`src/sv/xec_pkg.sv`:
```
// Types, constants and helper functions of the XML element content extractor.
package xec_pkg;

   localparam int MAX_NAME_BYTES = 8;
   localparam int NIDX_W         = $clog2(MAX_NAME_BYTES);
   localparam int NPOS_W         = $clog2(MAX_NAME_BYTES + 1);
   localparam int HOLD_DEPTH     = MAX_NAME_BYTES + 2;
   localparam int HCNT_W         = $clog2(HOLD_DEPTH + 1);
   // held bytes, the current byte and one marker
   localparam int STEP_W         = $clog2(HOLD_DEPTH + 3);

   localparam int CMD_DEPTH = 4;
   localparam int CMD_PTR_W = $clog2(CMD_DEPTH);
   localparam int CMD_CNT_W = $clog2(CMD_DEPTH + 1);
   localparam int RSP_DEPTH = 4;
   localparam int RSP_PTR_W = $clog2(RSP_DEPTH);
   localparam int RSP_CNT_W = $clog2(RSP_DEPTH + 1);

   localparam int CSR_ADDR_W = 5;
   localparam int CSR_DATA_W = 64;

   localparam int TAG_NAME_W  = 64;
   localparam int TAG_LEN_W   = 4;
   localparam int LIMIT_W     = 16;

   localparam logic [TAG_NAME_W-1:0] TAG_NAME_RESET  = '0;
   localparam logic [TAG_LEN_W-1:0]  TAG_LEN_RESET   = 4'd1;
   localparam logic [LIMIT_W-1:0]    LIMIT_RESET     = 16'd4096;

   localparam logic [7:0] CHAR_LT    = 8'h3C;
   localparam logic [7:0] CHAR_GT    = 8'h3E;
   localparam logic [7:0] CHAR_SLASH = 8'h2F;
   localparam logic [7:0] CHAR_QMARK = 8'h3F;
   localparam logic [7:0] CHAR_BANG  = 8'h21;
   localparam logic [7:0] CHAR_DASH  = 8'h2D;
   localparam logic [7:0] CHAR_TAB   = 8'h09;
   localparam logic [7:0] CHAR_LF    = 8'h0A;
   localparam logic [7:0] CHAR_CR    = 8'h0D;
   localparam logic [7:0] CHAR_SPACE = 8'h20;

   typedef enum logic [3:0] {
      MODE_OUTSIDE,
      MODE_LT,
      MODE_NAME,
      MODE_SKIP,
      MODE_BANG1,
      MODE_BANG2,
      MODE_COMMENT,
      MODE_CDASH1,
      MODE_CDASH2,
      MODE_CONTENT,
      MODE_CLOSE_LT,
      MODE_CLOSE_NAME
   } parse_mode_type;

   typedef enum logic [1:0] {
      KIND_CONTENT = 2'd0,
      KIND_END     = 2'd1,
      KIND_ERROR   = 2'd2
   } result_kind_type;

   typedef enum logic [1:0] {
      REG_TAG_NAME,
      REG_TAG_LENGTH,
      REG_CONTENT_LIMIT,
      REG_STRIP_WHITESPACE
   } reg_index_type;

   typedef logic [MAX_NAME_BYTES-1:0][7:0] name_bytes_type;

   typedef struct packed {
      logic [TAG_NAME_W-1:0] tag_name;
      logic [TAG_LEN_W-1:0]  tag_length;
      logic [LIMIT_W-1:0]    content_limit;
      logic                  strip_whitespace;
   } cfg_type;

   // One parsed input byte: release held bytes, then maybe the current byte,
   // then maybe an element end or an error marker.
   typedef struct packed {
      logic [HCNT_W-1:0] rel_count;
      logic              cur_valid;
      logic [7:0]        cur_byte;
      logic              end_elem;
      logic              error;
      name_bytes_type    name_bytes;
   } cmd_type;

   typedef struct packed {
      result_kind_type kind;
      logic [7:0]      data;
      logic            truncated;
      logic            last_of_run;
   } result_type;

   function automatic logic is_alnum(input logic [7:0] b);
      return (b >= 8'h30 && b <= 8'h39) || (b >= 8'h41 && b <= 8'h5A) ||
             (b >= 8'h61 && b <= 8'h7A);
   endfunction

   function automatic logic is_space(input logic [7:0] b);
      return (b == CHAR_TAB) || (b == CHAR_LF) || (b == CHAR_CR) || (b == CHAR_SPACE);
   endfunction

   function automatic logic [NPOS_W-1:0] eff_length(input logic [TAG_LEN_W-1:0] len);
      logic [NPOS_W-1:0] res;
      if (len > TAG_LEN_W'(MAX_NAME_BYTES)) begin
         res = NPOS_W'(MAX_NAME_BYTES);
      end else begin
         res = NPOS_W'(len);
      end
      return res;
   endfunction

   function automatic logic [7:0] name_byte(input logic [TAG_NAME_W-1:0] name,
                                            input logic [NIDX_W-1:0] k);
      return name[{k, 3'b000} +: 8];
   endfunction

endpackage

```
`src/sv/xml_element_content_extractor.sv`:
```
// Top level of the XML element content extractor: parser, command queue, result generator.
// Each byte's command is registered in the command queue before the generator works its slots;
// a result is registered in the result queue, or held until the byte's next result when more follow.
// Throughput: one byte per cycle while the command queue is not full; the generator works each
// released, current or marker slot of a byte in turn, and stalls while the result queue is full.
// Reset: synchronous, active high; clears parser state, queues, counters and registers.
module xml_element_content_extractor (
   input  logic                           clock,
   input  logic                           reset,
   input  logic                           push,
   output logic                           full,
   input  logic [7:0]                     req_in_byte,
   input  logic                           req_end_of_document,
   output logic                           empty,
   input  logic                           pop,
   output logic [1:0]                     rsp_result_kind,
   output logic [7:0]                     rsp_content_byte,
   output logic                           rsp_truncated,
   output logic                           rsp_last_of_run,
   input  logic                           psel,
   input  logic                           penable,
   input  logic                           pwrite,
   input  logic [xec_pkg::CSR_ADDR_W-1:0] paddr,
   input  logic [xec_pkg::CSR_DATA_W-1:0] pwdata,
   output logic [xec_pkg::CSR_DATA_W-1:0] prdata,
   output logic                           pready
);

   xec_pkg::cfg_type    cfg;
   xec_pkg::cmd_type    cmd_wr, cmd_head;
   xec_pkg::result_type rsp_head;
   logic                cmd_push, cmd_full, cmd_valid, cmd_pop;

   xec_csr u_csr (
      .clock   (clock),
      .reset   (reset),
      .psel    (psel),
      .penable (penable),
      .pwrite  (pwrite),
      .paddr   (paddr),
      .pwdata  (pwdata),
      .prdata  (prdata),
      .pready  (pready),
      .cfg     (cfg)
   );

   xec_front u_front (
      .clock    (clock),
      .reset    (reset),
      .cfg      (cfg),
      .in_push  (push),
      .in_byte  (req_in_byte),
      .in_eod   (req_end_of_document),
      .cmd_full (cmd_full),
      .in_full  (full),
      .cmd_push (cmd_push),
      .cmd_out  (cmd_wr)
   );

   xec_cmd_fifo u_cmd_fifo (
      .clock     (clock),
      .reset     (reset),
      .push      (cmd_push),
      .push_data (cmd_wr),
      .full      (cmd_full),
      .pop       (cmd_pop),
      .valid     (cmd_valid),
      .head      (cmd_head)
   );

   xec_back u_back (
      .clock     (clock),
      .reset     (reset),
      .cfg       (cfg),
      .cmd_valid (cmd_valid),
      .cmd       (cmd_head),
      .cmd_pop   (cmd_pop),
      .rsp_pop   (pop),
      .rsp_empty (empty),
      .rsp       (rsp_head)
   );

   assign rsp_result_kind  = rsp_head.kind;
   assign rsp_content_byte = rsp_head.data;
   assign rsp_truncated    = rsp_head.truncated;
   assign rsp_last_of_run  = rsp_head.last_of_run;

endmodule

```
`src/sv/xec_csr.sv`:
```
// Configuration registers of the extractor behind an APB-style port.
module xec_csr (
   input  logic                            clock,
   input  logic                            reset,
   input  logic                            psel,
   input  logic                            penable,
   input  logic                            pwrite,
   input  logic [xec_pkg::CSR_ADDR_W-1:0]  paddr,
   input  logic [xec_pkg::CSR_DATA_W-1:0]  pwdata,
   output logic [xec_pkg::CSR_DATA_W-1:0]  prdata,
   output logic                            pready,
   output xec_pkg::cfg_type                cfg
);

   logic [xec_pkg::TAG_NAME_W-1:0] tag_name_ff;
   logic [xec_pkg::TAG_LEN_W-1:0]  tag_length_ff;
   logic [xec_pkg::LIMIT_W-1:0]    content_limit_ff;
   logic                           strip_ff;
   logic                           wr_en;
   xec_pkg::reg_index_type         reg_idx;

   assign pready  = 1'b1;
   assign wr_en   = psel && penable && pwrite;
   assign reg_idx = xec_pkg::reg_index_type'(paddr[4:3]);

   always_ff @(posedge clock) begin
      if (reset) begin
         tag_name_ff      <= xec_pkg::TAG_NAME_RESET;
         tag_length_ff    <= xec_pkg::TAG_LEN_RESET;
         content_limit_ff <= xec_pkg::LIMIT_RESET;
         strip_ff         <= 1'b0;
      end else if (wr_en) begin
         unique case (reg_idx)
            xec_pkg::REG_TAG_NAME:         tag_name_ff <= pwdata[xec_pkg::TAG_NAME_W-1:0];
            xec_pkg::REG_TAG_LENGTH:       tag_length_ff <= pwdata[xec_pkg::TAG_LEN_W-1:0];
            xec_pkg::REG_CONTENT_LIMIT:    content_limit_ff <= pwdata[xec_pkg::LIMIT_W-1:0];
            xec_pkg::REG_STRIP_WHITESPACE: strip_ff <= pwdata[0];
            default: ;
         endcase
      end
   end

   always_comb begin
      unique case (reg_idx)
         xec_pkg::REG_TAG_NAME:
            prdata = tag_name_ff;
         xec_pkg::REG_TAG_LENGTH:
            prdata = {{(xec_pkg::CSR_DATA_W - xec_pkg::TAG_LEN_W){1'b0}}, tag_length_ff};
         xec_pkg::REG_CONTENT_LIMIT:
            prdata = {{(xec_pkg::CSR_DATA_W - xec_pkg::LIMIT_W){1'b0}}, content_limit_ff};
         xec_pkg::REG_STRIP_WHITESPACE:
            prdata = {{(xec_pkg::CSR_DATA_W - 1){1'b0}}, strip_ff};
         default:
            prdata = '0;
      endcase
   end

   assign cfg.tag_name         = tag_name_ff;
   assign cfg.tag_length       = tag_length_ff;
   assign cfg.content_limit    = content_limit_ff;
   assign cfg.strip_whitespace = strip_ff;

endmodule

```
`src/sv/xec_front.sv`:
```
// Markup parser: classifies each document byte and issues release/content/end/error commands.
module xec_front (
   input  logic             clock,
   input  logic             reset,
   input  xec_pkg::cfg_type cfg,
   input  logic             in_push,
   input  logic [7:0]       in_byte,
   input  logic             in_eod,
   input  logic             cmd_full,
   output logic             in_full,
   output logic             cmd_push,
   output xec_pkg::cmd_type cmd_out
);

   xec_pkg::parse_mode_type        mode_ff, mode_in;
   logic [xec_pkg::NPOS_W-1:0]     np_ff, np_in;
   logic                           err_ff, err_in;
   xec_pkg::name_bytes_type        held_ff, held_in;
   logic                           accept;

   assign in_full = cmd_full;
   assign accept  = in_push && !cmd_full;

   always_ff @(posedge clock) begin
      if (reset) begin
         mode_ff <= xec_pkg::MODE_OUTSIDE;
         np_ff   <= '0;
         err_ff  <= 1'b0;
      end else if (accept) begin
         mode_ff <= mode_in;
         np_ff   <= np_in;
         err_ff  <= err_in;
      end
   end

   // matched name bytes of a possible closing tag
   always_ff @(posedge clock) begin
      if (accept) begin
         held_ff <= held_in;
      end
   end

   always_comb begin
      logic [xec_pkg::NPOS_W-1:0] len;
      logic                       name_hit;
      xec_pkg::parse_mode_type    mode_step;
      len      = xec_pkg::eff_length(cfg.tag_length);
      name_hit = (np_ff < len) &&
                 (in_byte == xec_pkg::name_byte(cfg.tag_name,
                                                np_ff[xec_pkg::NIDX_W-1:0]));
      mode_in  = mode_ff;
      np_in    = np_ff;
      err_in   = err_ff;
      held_in  = held_ff;
      cmd_out  = '0;
      cmd_out.cur_byte = in_byte;

      if (!err_ff) begin
         unique case (mode_ff)
            xec_pkg::MODE_OUTSIDE: begin
               if (in_byte == xec_pkg::CHAR_LT) mode_in = xec_pkg::MODE_LT;
            end
            xec_pkg::MODE_LT: begin
               if (in_byte == xec_pkg::CHAR_SLASH || in_byte == xec_pkg::CHAR_QMARK) begin
                  mode_in = xec_pkg::MODE_SKIP;
               end else if (in_byte == xec_pkg::CHAR_BANG) begin
                  mode_in = xec_pkg::MODE_BANG1;
               end else if (xec_pkg::is_alnum(in_byte)) begin
                  if (len != '0 && in_byte == xec_pkg::name_byte(cfg.tag_name, '0)) begin
                     np_in   = xec_pkg::NPOS_W'(1);
                     mode_in = xec_pkg::MODE_NAME;
                  end else begin
                     mode_in = xec_pkg::MODE_SKIP;
                  end
               end else begin
                  err_in        = 1'b1;
                  mode_in       = xec_pkg::MODE_OUTSIDE;
                  cmd_out.error = 1'b1;
               end
            end
            xec_pkg::MODE_NAME: begin
               if (in_byte == xec_pkg::CHAR_GT) begin
                  mode_in = (np_ff == len) ? xec_pkg::MODE_CONTENT : xec_pkg::MODE_OUTSIDE;
               end else if (name_hit) begin
                  np_in = np_ff + 1'b1;
               end else begin
                  mode_in = xec_pkg::MODE_SKIP;
               end
            end
            xec_pkg::MODE_SKIP: begin
               if (in_byte == xec_pkg::CHAR_GT) mode_in = xec_pkg::MODE_OUTSIDE;
            end
            xec_pkg::MODE_BANG1: begin
               if (in_byte == xec_pkg::CHAR_DASH) begin
                  mode_in = xec_pkg::MODE_BANG2;
               end else begin
                  err_in        = 1'b1;
                  mode_in       = xec_pkg::MODE_OUTSIDE;
                  cmd_out.error = 1'b1;
               end
            end
            xec_pkg::MODE_BANG2: begin
               if (in_byte == xec_pkg::CHAR_DASH) begin
                  mode_in = xec_pkg::MODE_COMMENT;
               end else begin
                  err_in        = 1'b1;
                  mode_in       = xec_pkg::MODE_OUTSIDE;
                  cmd_out.error = 1'b1;
               end
            end
            xec_pkg::MODE_COMMENT: begin
               if (in_byte == xec_pkg::CHAR_DASH) mode_in = xec_pkg::MODE_CDASH1;
            end
            xec_pkg::MODE_CDASH1: begin
               mode_in = (in_byte == xec_pkg::CHAR_DASH) ? xec_pkg::MODE_CDASH2
                                                         : xec_pkg::MODE_COMMENT;
            end
            xec_pkg::MODE_CDASH2: begin
               if (in_byte == xec_pkg::CHAR_GT) begin
                  mode_in = xec_pkg::MODE_OUTSIDE;
               end else if (in_byte != xec_pkg::CHAR_DASH) begin
                  mode_in = xec_pkg::MODE_COMMENT;
               end
            end
            xec_pkg::MODE_CONTENT: begin
               if (in_byte == xec_pkg::CHAR_LT) begin
                  mode_in = xec_pkg::MODE_CLOSE_LT;
               end else begin
                  cmd_out.cur_valid = 1'b1;
               end
            end
            xec_pkg::MODE_CLOSE_LT: begin
               if (in_byte == xec_pkg::CHAR_SLASH) begin
                  np_in   = '0;
                  mode_in = xec_pkg::MODE_CLOSE_NAME;
               end else begin
                  cmd_out.rel_count = xec_pkg::HCNT_W'(1);
                  if (in_byte == xec_pkg::CHAR_LT) begin
                     mode_in = xec_pkg::MODE_CLOSE_LT;
                  end else begin
                     cmd_out.cur_valid = 1'b1;
                     mode_in           = xec_pkg::MODE_CONTENT;
                  end
               end
            end
            xec_pkg::MODE_CLOSE_NAME: begin
               if (in_byte == xec_pkg::CHAR_GT && np_ff == len) begin
                  cmd_out.end_elem = 1'b1;
                  np_in            = '0;
                  mode_in          = xec_pkg::MODE_OUTSIDE;
               end else if (name_hit) begin
                  held_in[np_ff[xec_pkg::NIDX_W-1:0]] = in_byte;
                  np_in = np_ff + 1'b1;
               end else begin
                  // "</" plus the matched name bytes go out as content
                  cmd_out.rel_count = xec_pkg::HCNT_W'(2) + xec_pkg::HCNT_W'(np_ff);
                  if (in_byte == xec_pkg::CHAR_LT) begin
                     mode_in = xec_pkg::MODE_CLOSE_LT;
                  end else begin
                     cmd_out.cur_valid = 1'b1;
                     mode_in           = xec_pkg::MODE_CONTENT;
                  end
               end
            end
            default: mode_in = xec_pkg::MODE_OUTSIDE;
         endcase
      end

      mode_step = mode_in;
      if (in_eod) begin
         if (!err_in && (mode_step == xec_pkg::MODE_CONTENT ||
                         mode_step == xec_pkg::MODE_CLOSE_LT ||
                         mode_step == xec_pkg::MODE_CLOSE_NAME)) begin
            cmd_out.end_elem = 1'b1;
            // a lone held '<' is always this byte
            if (mode_step == xec_pkg::MODE_CLOSE_LT) cmd_out.cur_valid = 1'b1;
            if (mode_step == xec_pkg::MODE_CLOSE_NAME) begin
               cmd_out.rel_count = xec_pkg::HCNT_W'(2) + xec_pkg::HCNT_W'(np_in);
            end
         end
         mode_in = xec_pkg::MODE_OUTSIDE;
         np_in   = '0;
         err_in  = 1'b0;
      end

      cmd_out.name_bytes = held_in;
      cmd_push = accept && (cmd_out.rel_count != '0 || cmd_out.cur_valid ||
                            cmd_out.end_elem || cmd_out.error);
   end

endmodule

```
`src/sv/xec_cmd_fifo.sv`:
```
// Short command queue between the parser and the result generator.
module xec_cmd_fifo (
   input  logic             clock,
   input  logic             reset,
   input  logic             push,
   input  xec_pkg::cmd_type push_data,
   output logic             full,
   input  logic             pop,
   output logic             valid,
   output xec_pkg::cmd_type head
);

   xec_pkg::cmd_type              mem_ff [xec_pkg::CMD_DEPTH];
   logic [xec_pkg::CMD_PTR_W-1:0] wr_ptr_ff, rd_ptr_ff;
   logic [xec_pkg::CMD_CNT_W-1:0] cnt_ff;
   logic                          do_push, do_pop;

   assign full    = (cnt_ff == xec_pkg::CMD_CNT_W'(xec_pkg::CMD_DEPTH));
   assign valid   = (cnt_ff != '0);
   assign do_push = push && !full;
   assign do_pop  = pop && valid;
   assign head    = mem_ff[rd_ptr_ff];

   always_ff @(posedge clock) begin
      if (reset) begin
         wr_ptr_ff <= '0;
         rd_ptr_ff <= '0;
         cnt_ff    <= '0;
      end else begin
         if (do_push) wr_ptr_ff <= wr_ptr_ff + 1'b1;
         if (do_pop)  rd_ptr_ff <= rd_ptr_ff + 1'b1;
         cnt_ff <= cnt_ff + xec_pkg::CMD_CNT_W'(do_push) - xec_pkg::CMD_CNT_W'(do_pop);
      end
   end

   always_ff @(posedge clock) begin
      if (do_push) mem_ff[wr_ptr_ff] <= push_data;
   end

endmodule

```
`src/sv/xec_back.sv`:
```
// Result generator: walks each command, applies strip and limit, queues result items.
module xec_back (
   input  logic               clock,
   input  logic               reset,
   input  xec_pkg::cfg_type   cfg,
   input  logic               cmd_valid,
   input  xec_pkg::cmd_type   cmd,
   output logic               cmd_pop,
   input  logic               rsp_pop,
   output logic               rsp_empty,
   output xec_pkg::result_type rsp
);

   logic [xec_pkg::STEP_W-1:0]     sidx_ff, sidx_in;
   logic [xec_pkg::LIMIT_W-1:0]    count_ff, count_in;
   logic                           ovf_ff, ovf_in;
   // one result held back until it is known whether it ends its run
   logic                           stage_valid_ff, stage_valid_in;
   logic                           stage_done_ff, stage_done_in;
   xec_pkg::result_type            stage_ff, stage_in;

   xec_pkg::result_type            out_mem_ff [xec_pkg::RSP_DEPTH];
   logic [xec_pkg::RSP_PTR_W-1:0]  out_wr_ff, out_rd_ff;
   logic [xec_pkg::RSP_CNT_W-1:0]  out_cnt_ff;
   logic                           out_push, out_pop, room;
   xec_pkg::result_type            out_data;

   assign room      = (out_cnt_ff != xec_pkg::RSP_CNT_W'(xec_pkg::RSP_DEPTH));
   assign rsp_empty = (out_cnt_ff == '0);
   assign out_pop   = rsp_pop && !rsp_empty;
   assign rsp       = out_mem_ff[out_rd_ff];

   always_comb begin
      logic [xec_pkg::STEP_W-1:0] total;
      logic [xec_pkg::STEP_W-1:0] hidx;
      logic                       is_final, in_held, in_cur, cand, white, below, emit;
      logic                       flush, step;
      logic [7:0]                 cand_byte;
      xec_pkg::result_type        new_res;

      total    = xec_pkg::STEP_W'(cmd.rel_count) + xec_pkg::STEP_W'(cmd.cur_valid) +
                 xec_pkg::STEP_W'(cmd.end_elem | cmd.error);
      is_final = (sidx_ff == total - 1'b1);
      in_held  = (sidx_ff < xec_pkg::STEP_W'(cmd.rel_count));
      in_cur   = !in_held && cmd.cur_valid && (sidx_ff == xec_pkg::STEP_W'(cmd.rel_count));
      cand     = in_held || in_cur;
      hidx     = sidx_ff - xec_pkg::STEP_W'(2);

      if (!in_held) begin
         cand_byte = cmd.cur_byte;
      end else if (sidx_ff == '0) begin
         cand_byte = xec_pkg::CHAR_LT;
      end else if (sidx_ff == xec_pkg::STEP_W'(1)) begin
         cand_byte = xec_pkg::CHAR_SLASH;
      end else begin
         cand_byte = cmd.name_bytes[hidx[xec_pkg::NIDX_W-1:0]];
      end

      white = cfg.strip_whitespace && xec_pkg::is_space(cand_byte);
      below = (count_ff < cfg.content_limit);
      emit  = cand ? (!white && below) : 1'b1;

      new_res.kind        = cand ? xec_pkg::KIND_CONTENT
                                 : (cmd.error ? xec_pkg::KIND_ERROR : xec_pkg::KIND_END);
      new_res.data        = cand ? cand_byte : 8'd0;
      new_res.truncated   = !cand && !cmd.error && ovf_ff;
      new_res.last_of_run = 1'b0;

      flush = stage_valid_ff && stage_done_ff;
      step  = cmd_valid && room && !flush;

      sidx_in        = sidx_ff;
      count_in       = count_ff;
      ovf_in         = ovf_ff;
      stage_valid_in = stage_valid_ff;
      stage_done_in  = stage_done_ff;
      stage_in       = stage_ff;
      out_push       = 1'b0;
      out_data       = stage_ff;
      cmd_pop        = 1'b0;

      if (flush) begin
         if (room) begin
            out_push             = 1'b1;
            out_data.last_of_run = 1'b1;
            stage_valid_in       = 1'b0;
            stage_done_in        = 1'b0;
         end
      end else if (step) begin
         if (emit) begin
            if (stage_valid_ff) begin
               out_push       = 1'b1;
               stage_in       = new_res;
               stage_valid_in = 1'b1;
               stage_done_in  = is_final;
            end else if (is_final) begin
               out_push             = 1'b1;
               out_data             = new_res;
               out_data.last_of_run = 1'b1;
            end else begin
               stage_in       = new_res;
               stage_valid_in = 1'b1;
               stage_done_in  = 1'b0;
            end
         end else if (is_final && stage_valid_ff) begin
            out_push             = 1'b1;
            out_data.last_of_run = 1'b1;
            stage_valid_in       = 1'b0;
            stage_done_in        = 1'b0;
         end

         if (cand && !white) begin
            if (below) begin
               count_in = count_ff + 1'b1;
            end else begin
               ovf_in = 1'b1;
            end
         end
         if (!cand && !cmd.error) begin
            count_in = '0;
            ovf_in   = 1'b0;
         end

         cmd_pop = is_final;
         sidx_in = is_final ? '0 : sidx_ff + 1'b1;
      end
   end

   always_ff @(posedge clock) begin
      if (reset) begin
         sidx_ff        <= '0;
         count_ff       <= '0;
         ovf_ff         <= 1'b0;
         stage_valid_ff <= 1'b0;
         stage_done_ff  <= 1'b0;
         out_wr_ff      <= '0;
         out_rd_ff      <= '0;
         out_cnt_ff     <= '0;
      end else begin
         sidx_ff        <= sidx_in;
         count_ff       <= count_in;
         ovf_ff         <= ovf_in;
         stage_valid_ff <= stage_valid_in;
         stage_done_ff  <= stage_done_in;
         if (out_push) out_wr_ff <= out_wr_ff + 1'b1;
         if (out_pop)  out_rd_ff <= out_rd_ff + 1'b1;
         out_cnt_ff <= out_cnt_ff + xec_pkg::RSP_CNT_W'(out_push) -
                       xec_pkg::RSP_CNT_W'(out_pop);
      end
   end

   always_ff @(posedge clock) begin
      stage_ff <= stage_in;
      if (out_push) out_mem_ff[out_wr_ff] <= out_data;
   end

endmodule

```
`config.mk`:
```
export PLATFORM = sky130hd
export DESIGN_NAME = xml_element_content_extractor
export DESIGN_NICKNAME = d
export VERILOG_FILES = /design/src/sv/xec_pkg.sv /design/src/sv/xml_element_content_extractor.sv /design/src/sv/xec_csr.sv /design/src/sv/xec_front.sv /design/src/sv/xec_cmd_fifo.sv /design/src/sv/xec_back.sv
export SDC_FILE = /design/constraint.sdc
export NUM_CORES = 1
export LEC_CHECK = 0
export BUFFER_PORTS_ARGS = -buffer_cell sky130_fd_sc_hd__clkbuf_2
export CORE_MARGIN = 1.5
export CORE_UTILIZATION = 32
export CTS_CLUSTER_SIZE = 8
export DETAILED_ROUTE_END_ITERATION = 10
export SLEW_MARGIN = 20
export SYNTH_ARGS = -nofsm -noshare
export SYNTH_HDL_FRONTEND = slang
export SYNTH_HIERARCHICAL = 1
export SYNTH_SLANG_ARGS = --single-unit
```
`constraint.sdc`:
```
create_clock -name clock -period 6.6 [get_ports clock]
set_input_delay 0.99 -clock clock [delete_from_list [all_inputs] [get_ports clock]]
set_output_delay 0.99 -clock clock [all_outputs]
set_load 0.02 [all_outputs]
```
# Yosys cells after proc, flatten, opt, wreduce, memory -nomap -nowiden
# Memory sizes are Yosys's and may differ from the RTL's. A register that Yosys moved wholly into a read port is not among the register bits.
# Index checks and enable logic that the tools add are counted.
[word_totals]
ram_bits = 364
word_cells = 292
mem_count = 2
in_bits = 85
reg_bits = 206
output_inout_bits = 79
[classes]
n_bitwise = 2
reduce_logical = 68
addsub = 17
muxes = 120
n_lt_le_gt_ge = 13
n_eq_ne = 40
n_shift = 1
[mem_list]
columns = ["name", "words", "width", "read_ports", "rd_ports_with_merged_regs", "write_ports", "line", "rtl"]
rows = [
  ["u_cmd_fifo.mem_ff", 4, 79, 1, 1, 1, "xec_cmd_fifo.sv:13", "xec_pkg::cmd_type mem_ff [xec_pkg::CMD_DEPTH];"],
  ["u_back.out_mem_ff", 4, 12, 1, 1, 1, "xec_back.sv:22", "xec_pkg::result_type out_mem_ff [xec_pkg::RSP_DEPTH];"],
]
[ops]
columns = ["cell", "n"]
rows = [
  ["$mux W64", 4],
  ["$pmux W64 S4", 1],
  ["$mux W4", 30],
  ["$bwmux W64", 1],
  ["$shiftx A64 B7 Y8", 1],
  ["$mux W12", 5],
  ["$eq A8 B6 Y1 const B", 7],
  ["$mux W16", 3],
  ["$mux W8", 6],
  ["$pmux W4 S12", 1],
  ["$mux W1", 44],
  ["$eq A4 B4 Y1 const B", 7],
  ["$logic_and A1 B1 Y1", 26],
  ["$mux W5", 5],
  ["$bmux W8 S3", 1],
  ["$demux W8 S3", 1],
  ["$eq A8 B4 Y1 const B", 3],
  ["$mux W11", 2],
  ["$mux W2", 10],
  ["$add A16 B1 Y16 const B", 1],
  ["$eq A4 B3 Y1 const B", 4],
  ["$eq A8 B8 Y1", 2],
  ["$ge A8 B7 Y1 const B", 2],
  ["$le A8 B7 Y1 const B", 2],
  ["46 further kinds", 92],
]

# Depth between registers and ports, before layout
[depth]
ltp_word = 24
depth_mapped = 27
mapped_depth_nobuf = 26

# By module
# Netlist, hierarchy kept.
[modules_own_cells]
columns = ["mod", "n_inst", "area_each_um2", "seq_area_each_um2", "cells_per_inst"]
rows = [
  ["xec_cmd_fifo", 1, 11845.1, 9669.3, 462],
  ["xec_back", 1, 5336.4, 2412.3, 463],
  ["xec_front", 1, 5159.9, 2102.0, 479],
  ["xec_csr", 1, 4225.3, 1701.6, 462],
]

# Least setup slack after synthesis
# No wires, ideal clock.
[synth_timing]
kind = "input to register"
startpoint = "input req_in_byte[7]"
endpoint = "memory u_cmd_fifo/mem_ff[1][0] (netlist name), enable pin"
stages = 16
setup_slack_ps = 424
path_buffers = 2
arrival_time_ps = 5730
t_required_ps = 6154
setup_time_ps = 446
cell_sequence = "clkbuf_1 inv_1 or4b_1 a211oi_2 nand3_2 buf_4 ha_1 nor2b_1 o21ai_0 a21oi_1 a211oi_2 a32oi_1 o31a_1 inv_1 nor2_1 and2_1"
[synth_between]
elab_chain_cells = 23
word_cells_on_any_way = 93
classes_between = "add/sub (1); order compare (6); eq/ne (12); mux (55); reduce/logical (19)"
[synth_lines]
columns = ["element", "line", "rtl"]
rows = [
  ["start, declared", "xml_element_content_extractor.sv:12", "input logic [7:0] req_in_byte,"],
  ["parallel branches: the longest is 18 deep, another holds $ge A8 B6 Y1", "n/a", ""],
  ["$logic_or A1 B1 Y1 (*)", "xec_front.sv:188", "cmd_out.end_elem || cmd_out.error);"],
  ["$logic_and A1 B1 Y1 (*)", "xec_front.sv:187", "cmd_push = accept && (cmd_out.rel_count != '0 || cmd_out.cur_valid ||"],
  ["net cmd_push", "xml_element_content_extractor.sv:32", "logic cmd_push, cmd_full, cmd_valid, cmd_pop;"],
  ["$logic_and A1 B1 Y1 (*)", "xec_cmd_fifo.sv:20", "assign do_push = push && !full;"],
  ["$mux W1 (*)", "xec_cmd_fifo.sv:37", "if (do_push) mem_ff[wr_ptr_ff] <= push_data;"],
  ["$mux W1 (implied by the code) (*)", "xec_cmd_fifo.sv:37", ""],
  ["end, declared", "xec_cmd_fifo.sv:13", ""],
]
# Mark *: on every way through the listed nets, which the timed path passes.

# Worst setup path after layout
[layout_timing]
startpoint = "register u_front/np_ff[0] (netlist name)"
endpoint = "register u_cmd_fifo/cnt_ff[2] (netlist name)"
[layout_between]
elab_chain_cells = 21
word_cells_on_any_way = 54
classes_between = "add/sub (5); order compare (1); eq/ne (5); shift (1); mux (31); reduce/logical (11)"
[layout_lines]
columns = ["element", "line", "rtl"]
rows = [
  ["start, declared", "xec_front.sv:16", "logic [xec_pkg::NPOS_W-1:0] np_ff, np_in;"],
  ["start signal, assigned", "xec_front.sv:31", "np_ff <= np_in;"],
  ["parallel branches: the longest is 15 deep, another holds $add A2 B4 Y4", "n/a", ""],
  ["$logic_or A1 B1 Y1 (*)", "xec_front.sv:187", ""],
  ["$logic_or A1 B1 Y1 (*)", "xec_front.sv:188", ""],
  ["$logic_and A1 B1 Y1 (*)", "xec_front.sv:187", ""],
  ["net cmd_push", "xml_element_content_extractor.sv:32", ""],
  ["$logic_and A1 B1 Y1 (*)", "xec_cmd_fifo.sv:20", ""],
  ["$add A3 B1 Y3 (*)", "xec_cmd_fifo.sv:32", "cnt_ff <= cnt_ff + xec_pkg::CMD_CNT_W'(do_push) - xec_pkg::CMD_CNT_W'(do_pop);"],
  ["$sub A3 B1 Y3 (*)", "xec_cmd_fifo.sv:32", ""],
  ["end signal, assigned", "xec_cmd_fifo.sv:32", ""],
  ["end, declared", "xec_cmd_fifo.sv:15", "logic [xec_pkg::CMD_CNT_W-1:0] cnt_ff;"],
]
# Marks and branches as above.
# A chain may end at the register's enable or synchronous reset.

==> metrics.md <==
| Metric | Value |
|---|---|
| Synth warnings | 6 |
| Req. time, crit path | 7.14 ns |
| Row cnt | 105 |
| CTS Buffer Depth | 3 |
| Initial Utilization | 32.4% |
| Critical Path AT | 6.00 ns |
| Area fraction of the dominant cell type after synthesis | ~50% |
| Most frequent cells in the layout | edfxtp_1 (439), clkbuf_2 (158), dfxtp_1 (133), mux4_2 (115), nand2b_1 (104) |
| FFs w/ async S/R, synth | 0% |
| P_leak | 10.4 nW |
| H-tree levels | 3 |
| Final net count | approximately 2200 |
| Hold Fails Final Rpt | 0 |
| Worst setup SP type | register |
| Vias/cell | between 5 and 6 |
| Final setup fails | 0 |
| Outcome | complete, no violations |
| Tcrit/Tclk final | 82.7% |
| Final critical-path required period | 5.46 ns |
| Die Y | 291 um |
| Initial DRC Count | around 1200 |
| Avg WL per Cell | 20.9 um |
| VDD IR max | 0.182 mV |
| Largest net degree at the start of global routing | 118 |
| Detailed-route via count | 16300 |
| Critical Path Fanout Max | 12 |
| Synthesized net count | 2005 |
| GR Overflow Total | 0 |
| Initial antenna violation count | 6 |
| Mapped Area | 26600 um2 |
| TNS Setup | 0 ns |
| Mapped Avg Cell Area | 14.2 um2 |
| Die Width | 291 um |
| Area delta synth->final | 15.4% |
| CP cell instances | buf_4 -> inv_1 -> ha_1 -> nand4_1 -> nor4_1 -> nor2b_1 -> o2111ai_1 -> a2111o_1 -> a311o_1 -> a21o_1 -> a32oi_1 -> o31a_1 -> inv_1 -> nor2_1 -> inv_1 -> ha_1 -> inv_1 -> ha_1 -> inv_1 -> fa_1 -> xor2_1 -> and2_1 -> nor3_1 |
| Worst skew pair latency | 0.63 ns |
| Crit path top cell by count | inv_1 |
| Num Clock Sinks | 574 |
| Crit path capture type | register |
| Reg clk slew, reported paths | approximately 0.050 ns |
| GPL Wtd Cong | 0.892 |
| DRC | 0 |
| Max-slew headroom | 29.1% |
| Drt first pass iters | 5 |
| Max-slew violation count | 0 |
| WL final | about 65 mm |
| CTS tree | yes |
| Area leader, netlist | edfxtp_1 |
| Hold Buf Count CTS | 0 |
| Commonest non-fill, non-tap cell in the layout | edfxtp_1 |
| Global-route wire length before repair | 99.4 mm |
| Pwr Total | 8.12 mW |
| Top_reg_cell synth | edfxtp_1 |
| Syn Inst Count | approximately 1900 |
| EDFF count, synth | roughly 440 |
| Total track usage | roughly 15% |
| Peak Freq | 183 MHz |
| Proportion of layout cells with a drive suffix above 1 | 24.8% |
| Worst-Margin Slew | 1.06 ns |
| Slowest stage delay, CP | 0.68 ns |
| Inserted Clock Buffers | just over 80 |
| Port Buf Inserts | 159 |
| Core area | 82100 um2 |
| Top Ports | around 160 |
| Antenna-violating nets left | 0 |
| Clock skew | 0.0527 ns |
| Setup repair bufs after CTS | 0 |
| Power per cell area | roughly 260 nW/um2 |
| Hold Path Class | register to register |
| DP Wirelength | 42.2 mm |
| Seq/Total Area, Yosys | 59.8% |
| Vias in the first global route | 16500 |
| Synth top area cells | edfxtp_1 (50%), dfxtp_1 (10%), mux4_2 (9.7%), mux2_2 (3.2%), mux2i_1 (2.8%) |
| Yosys cell types | 89 |
| Fill count | around 7700 |
| Post-cts sizing count | 0 |
| CTS root buf | clkbuf_16 |
| Die area | 84800 um2 |
| Critical path's slowest cell | nor4_1 |
| Max Cap Viol | 0 |
| RSZ-0062 raised after global routing | no |
| Flops & latches, synth | ~570 |
| WS Path Type | register to register |
critical path, delay by kind of cell, from the launching register on:
kind / cells / cell delay (ns)
compound gates: 6 / 1.53
xor+xnor: 1 / 0.16
fa+ha+maj: 4 / 1.13
buf+inv: 6 / 0.68
flops: 1 / 0.33
simple gates: 6 / 1.58
cells by family after synthesis:
kind of cell | Yosys count | share of synthesized area [%]
flip-flops | 574 | 59.8
AND/OR/NAND/NOR | 511 | 11.4
multiplexers | 265 | 15.8
AO/OA/AOI/OAI | 244 | 5.93
buffers and inverters | 185 | 3.40
adder cells (fa/ha/maj) | 54 | 2.63
XOR/XNOR | 32 | 1.05
other | 1 | 0.0141
where the power goes:
part | internal [mW] | switching, mW
Combinational | 0.164 | 0.228
Clock | 2.25 | 1.49
Sequential | 3.93 | 0.0505
synth_stat cells, types with 4 or more instances:
cell type,n
nor3b_1,4
mux2_2,75
nand4b_1,52
buf_6,11
mux2i_1,73
nand2b_1,104
a21o_1,8
xor2_1,12
a22oi_1,11
inv_1,57
nand3_1,27
nand4_1,13
buf_4,16
nand3_2,4
o31ai_1,9
a21oi_1,54
o22a_1,4
mux4_2,115
a31oi_1,5
o21ai_1,5
clkbuf_1,64
a211oi_1,6
buf_2,30
xnor2_1,20
or3_1,13
nor4_1,9
nor2b_1,21
a32oi_1,4
or4_1,6
o21ai_0,87
buf_1,4
o22ai_1,6
edfxtp_1,439
nand2_1,71
ha_1,51
nor2_1,72
and2_1,64
o211ai_1,5
and3_1,14
dfxtp_1,135
nor3_1,17
stage by stage:
stage / setup slack (ns) / area (um2) / cells / hold slack [ns] / util, %
floorplan: 0.424 / 26600 / 1866 / 0.428 / -
global placement: 0.641 / 28400 / 3002 / 0.464 / 34.6
detailed placement: 0.701 / 28400 / 3002 / 0.468 / 34.6
CTS: 1.16 / 30700 / 3108 / 0.481 / 37.3
global route: 0.704 / 30700 / 3110 / 0.508 / 37.3
finish: 1.14 / 30700 / 3111 / 0.479 / 37.3
routing by layer:
layer / up-vias / GRT usage (%) / share of wire [%]
li1: 7414 / - / -
met1: 8294 / 19.7 / 43
met2: 413 / 25.1 / 49
met3: 125 / 2.83 / 5.1
met4: 6 / 5.85 / 3.0
met5: - / 0 / 0.061
final cells by class:
| class | count | area (um2) | share of cell area, % |
|---|---|---|---|
| well taps | 1070 | 1340 | 4.37 |
| flip-flops and latches | 574 | 15900 | 51.8 |
| clock buffers | 98 | 2130 | 6.96 |
| clock inverters | 8 | 118 | 0.384 |
| inverters | 58 | 218 | 0.710 |
| multi-input cells | 1107 | 9790 | 31.9 |
| diodes | 3 | 7.51 | 0.0245 |
| repair buffers | 193 | 1170 | 3.80 |
flip-flops by register name (all words and copies together), names as in the netlist, named ones only:
| signal | flops |
|---|---|
| u_cmd_fifo/mem_ff | 316 |
| u_csr/tag_name_ff | 64 |
| u_front/held_ff | 64 |
| u_back/out_mem_ff | 48 |
| u_back/count_ff | 16 |
| u_csr/content_limit_ff | 16 |
| u_back/stage_ff | 11 |
| u_back/sidx_ff | 4 |
| u_csr/tag_length_ff | 4 |
| u_front/mode_ff | 4 |
| u_front/np_ff | 4 |
| u_back/out_cnt_ff | 3 |
| u_cmd_fifo/cnt_ff | 3 |
| u_back/out_rd_ff | 2 |
| u_back/out_wr_ff | 2 |
| u_cmd_fifo/rd_ptr_ff | 2 |
| u_cmd_fifo/wr_ptr_ff | 2 |
| u_back/ovf_ff | 1 |
| u_back/stage_done_ff | 1 |
| u_back/stage_valid_ff | 1 |
| u_csr/strip_ff | 1 |
| u_front/err_ff | 1 |
final timing paths:
path                    startpoint                     to  slack [ns]  cells after the start
min          u_csr/tag_name_ff[18]  u_csr/tag_name_ff[18]        0.48                      2
max reg2reg       u_front/np_ff[0]   u_cmd_fifo/cnt_ff[2]        1.14                     23
max               u_front/np_ff[0]   u_cmd_fifo/cnt_ff[2]        1.14                     23
min reg2reg  u_csr/tag_name_ff[18]  u_csr/tag_name_ff[18]        0.48                      2
(Power assumes the default switching activity.)
